$ cat src/hdl/c1dvm_ram.sv
// ----------------------------------------------------------------------------
// c1dvm_ram
// Generic single-write, single-read RAM with registered read data.
// ----------------------------------------------------------------------------
module c1dvm_ram #(
  parameter  int WIDTH = 16,
  parameter  int DEPTH = 128,
  localparam int AW    = (DEPTH > 1) ? $clog2(DEPTH) : 1
) (
  input  logic             clk,
  input  logic             we,
  input  logic [AW-1:0]    waddr,
  input  logic [WIDTH-1:0] wdata,
  input  logic [AW-1:0]    raddr,
  output logic [WIDTH-1:0] rdata
);

  logic [WIDTH-1:0] mem [DEPTH];

  always_ff @(posedge clk) begin
    if (we) begin
      mem[waddr] <= wdata;
    end
    rdata <= mem[raddr];
  end

endmodule

$ cat config.mk
export PLATFORM = sky130hd
export DESIGN_NAME = c1dvm_ram
export DESIGN_NICKNAME = d
export VERILOG_FILES = /design/src/hdl/c1dvm_ram.sv
export SDC_FILE = /design/constraint.sdc
export NUM_CORES = 2
export LEC_CHECK = 0
export BUFFER_PORTS_ARGS = -buffer_cell sky130_fd_sc_hd__buf_2
export CAP_MARGIN = 20
export CORE_AREA = 2 2 359 361
export CTS_BUF_LIST = sky130_fd_sc_hd__clkbuf_4 sky130_fd_sc_hd__clkbuf_8
export CTS_CLUSTER_DIAMETER = 80
export CTS_CLUSTER_SIZE = 20
export DETAILED_ROUTE_END_ITERATION = 7
export DIE_AREA = 0 0 361 363
export PLACE_DENSITY = 0.76
export SLEW_MARGIN = 5
export SYNTH_ARGS = -nofsm -noshare
export SYNTH_HDL_FRONTEND = slang
export SYNTH_SLANG_ARGS = --single-unit
$ cat constraint.sdc
create_clock -name clk -period 8.7 [get_ports clk]
set_input_delay 1.305 -clock clk [delete_from_list [all_inputs] [get_ports clk]]
set_output_delay 1.305 -clock clk [all_outputs]
set_load 0.01 [all_outputs]
# After elaboration in Yosys (flattened, before gate mapping)
# Memories as Yosys holds them, arrays and structs flattened. A register that Yosys moved wholly into a read port is not among the register bits.
# Cells that the tools add are included.
# Widths: inputs -> output; s select.
[totals]
regBits = 0
ramBits = 2048
inputBits = 32
out_inout_bits = 16
wordCells = 3
n_memories = 1
[classes]
n_mux = 2
[memory_table]
columns = ["name", "words", "width", "read_ports", "rd_clocked_by_memory_dff", "write_ports", "line", "source"]
rows = [
  ["mem", 128, 16, 1, 1, 1, "18", "logic [WIDTH-1:0] mem [DEPTH];"],
]
[op_table]
columns = ["op", "count"]
rows = [
  ["$mux 1", 2],
]

# Depth between registers and ports, before layout
[depth]
depth_word = 2
mapped_depth = 7
ltp_nobuf = 4

# Worst setup path before layout
# OpenSTA, ideal clock, no wires.
[synth_timing]
kind = "input -> register"
start = "in raddr[0]"
end = "reg rdata[0] (read register of mem)"
setup_time_ns = 0.121
arrival_time_ns = 3.679
required_time_ns = 8.579
setup_slack_ns = 4.900
cell_stages = 6
n_path_buf = 2
path_cell_list = "buf_2 > buf_1 > mux4_2 > mux4_2 > mux4_2 > mux2_2"
[synth_rtl]
columns = ["item", "line", "source"]
rows = [
  ["start, declared", "14", "input logic [AW-1:0] raddr,"],
  ["end, declared", "15", "output logic [WIDTH-1:0] rdata"],
]

==> metrics.cfg <==
[cts]
postCtsHoldBufs = 0
cts_resized = 0
numCtsBuffers = 113
cts_root_buffer = clkbuf_8
postCtsSetupBuffers = 0
cts.clk_slew.worst_paths_ns = 0.12
numClockSinks = 2064
clk_latency_ns = 0.87
cts_tree = yes
h-tree-depth = 3
clock_path_buffers = 3

[global_route]
grt_first_pass_wirelength_um = 252000
grt-ovfl-total = 0
grt_pass1_vias = 34794
antenna_found_initial = 19
grt_max_degree = 166
grt_util_all_layers = 0.275

[synth]
yosysSeqAreaShare = 0.787
yosys.area.top_type = edfxtp_1
synthDominantCellAreaShare = 0.783
avgSynthCellArea_um2 = 25.4
synth_seq_cells = 2064
yosysWarningCount = 0
ys_types = 17
synth_top_cells_by_area = edfxtp_1 (78%), mux4_2 (19%), nor2_1 (0.58%)
syn-num-nets = 3118
netlist_area_um2 = 78500
syn_inst = 3086

[status]
status = completed

[setup_path]
slowest_stage = buf_12
crit_fanout = 156
cp-start-kind = primary input
critPathCaptureType = flip-flop
crit_arrival_ns = 4.91
crit_type = in2reg
cpMostUsedCell = mux4_2
worstPathRequired_ns = 9.47
crit_chain = buf_8 > buf_12 > mux4_2 > mux4_2 > mux4_2 > mux2_2
cp_slowest_stage_delay_ns = 0.74

[sta]
drv_slew = 0
rsz0062_at_grt = false
hold_viol = 0
tightestPinTransition_ns = 1.14
period_needed_ns = 4.13
finalSetupViolCount = 0
finalSetupTns_ns = 0
relSlewSlack = 0.236
timing.final.ws_setup_ns = 4.57
max_freq_ghz = 0.242
finalClockSkew_ns = 0.0277
finalCritPeriodShare = 0.475

[drt]
antenna_left = 0
routed_via_density = 7.03
first_pass_iters = 7
remaining_drc_errors = 0
wl_per_cell_um = 35.7
num_vias = 34765
drt_iter0_drc = 5860
drt_wl_total_um = 177000

[die]
io_pins = 48
die_y_um = 363
core_um2 = 127000
die_w_um = 361
num_rows = 131
dieArea_um2 = 131000
start_util = 0.618

[place]
gp_congestion = 0.807
pre_cts_slack_ns = 3.66
place_hpwl_um = 101000
port-buffer-count = 47

[flow_run]
drv_cap = 0

[finish]
drive_gt1_frac = 0.324
num-nets-final = 3279
area_delta_synth_final_pct = 6.41

[power_and_ir_drop]
power_density_nw_per_um2 = 192
vdd_drop_max_mv = 0.151
p_leak_nw = 25.1

[min_path]
hold_path_class = in2reg

sequential cells by signal, indices dropped and copies added (netlist names):
register  flops
rdata        16
mem        2048
cell families after synthesis:
kind of cell | after synthesis | synth area share
DFF | 2064 | 0.787
and+or+nand+nor | 170 | 0.00888
buffers and inverters | 164 | 0.00881
muxes | 688 | 0.195
stage by stage:
step	instance area (um^2)	std cells	total power, mW	utilization	hold slack [ns]
after floorplan	78500	3086	11.7	-	1.07
after global placement	81600	4785	12.2	0.642	1.11
after detailed placement	81700	4792	12.2	0.643	1.11
after CTS	83500	4936	16.1	0.657	0.633
after global routing	83600	4942	16.5	0.658	0.672
final	83600	4944	16.0	0.658	0.710
final cells by class:
class,instances,area (um^2)
clock buffers,137,1750
flip-flops and latches,2064,61800
fillers,7487,43500
diodes,6,15.0
clock inverters,7,62.6
well taps,1662,2080
multi-input cells,858,16100
repair buffers,210,1730
critical path: cells and delay by family:
family                 cells  cell delay [ns]
muxes                      4             1.92
buffers and inverters      2             1.41
per-layer routing:
| layer | vias up | track usage | routed length [um] |
|---|---|---|---|
| li1 | 13590 | - | - |
| met3 | 252 | 0.0667 | 22700 |
| met2 | 2221 | 0.423 | 84400 |
| met5 | - | 0 | 105 |
| met4 | 20 | 0.0756 | 4530 |
| met1 | 18682 | 0.406 | 65000 |
layout by cell type (no fill, tap or decap):
cell type      n
nand2b_1       2
nand2_1       14
buf_12         7
nor2b_1        7
mux4_2       672
clkbuf_8     115
buf_2         26
nor3_4         3
clkinvlp_4     3
inv_6          2
or3_1          1
nor3_2         6
nor2_1       111
nand4_1        3
buf_8          9
diode_2        6
nand3_1       12
mux2_2        16
buf_4        164
edfxtp_1    2048
buf_6          1
inv_8          2
buf_16         3
dfxtp_1       16
clkbuf_4      22
nor2_2        11
cell usage after synthesis:
cell and count:
edfxtp_1 2048, mux4_2 672, nor2_1 122, clkbuf_1 82, buf_2 52, buf_1 28
dfxtp_1 16, mux2_2 16, nand2_1 14, nand3_1 12, nor3_1 9, nor2b_1 7
nand4_1 3, nand2b_1 2, buf_4 1, buf_6 1, or3_1 1
worst paths after layout:
kind / start / end / slack [ns] / depth (start not counted)
max: raddr[2] / rdata[0] / 4.57 / 6
min: wdata[11] / mem[34][11] / 0.71 / 1
max reg2reg: mem[23][13] / rdata[13] / 6.22 / 4
min reg2reg: mem[118][14] / rdata[14] / 1.14 / 4
power by group:
group / internal (mW) / switching [mW]
registers: 11.0 / 0.0267
clock network: 1.31 / 2.74
logic: 0.396 / 0.592
Power figures use the tool's default switching activity.
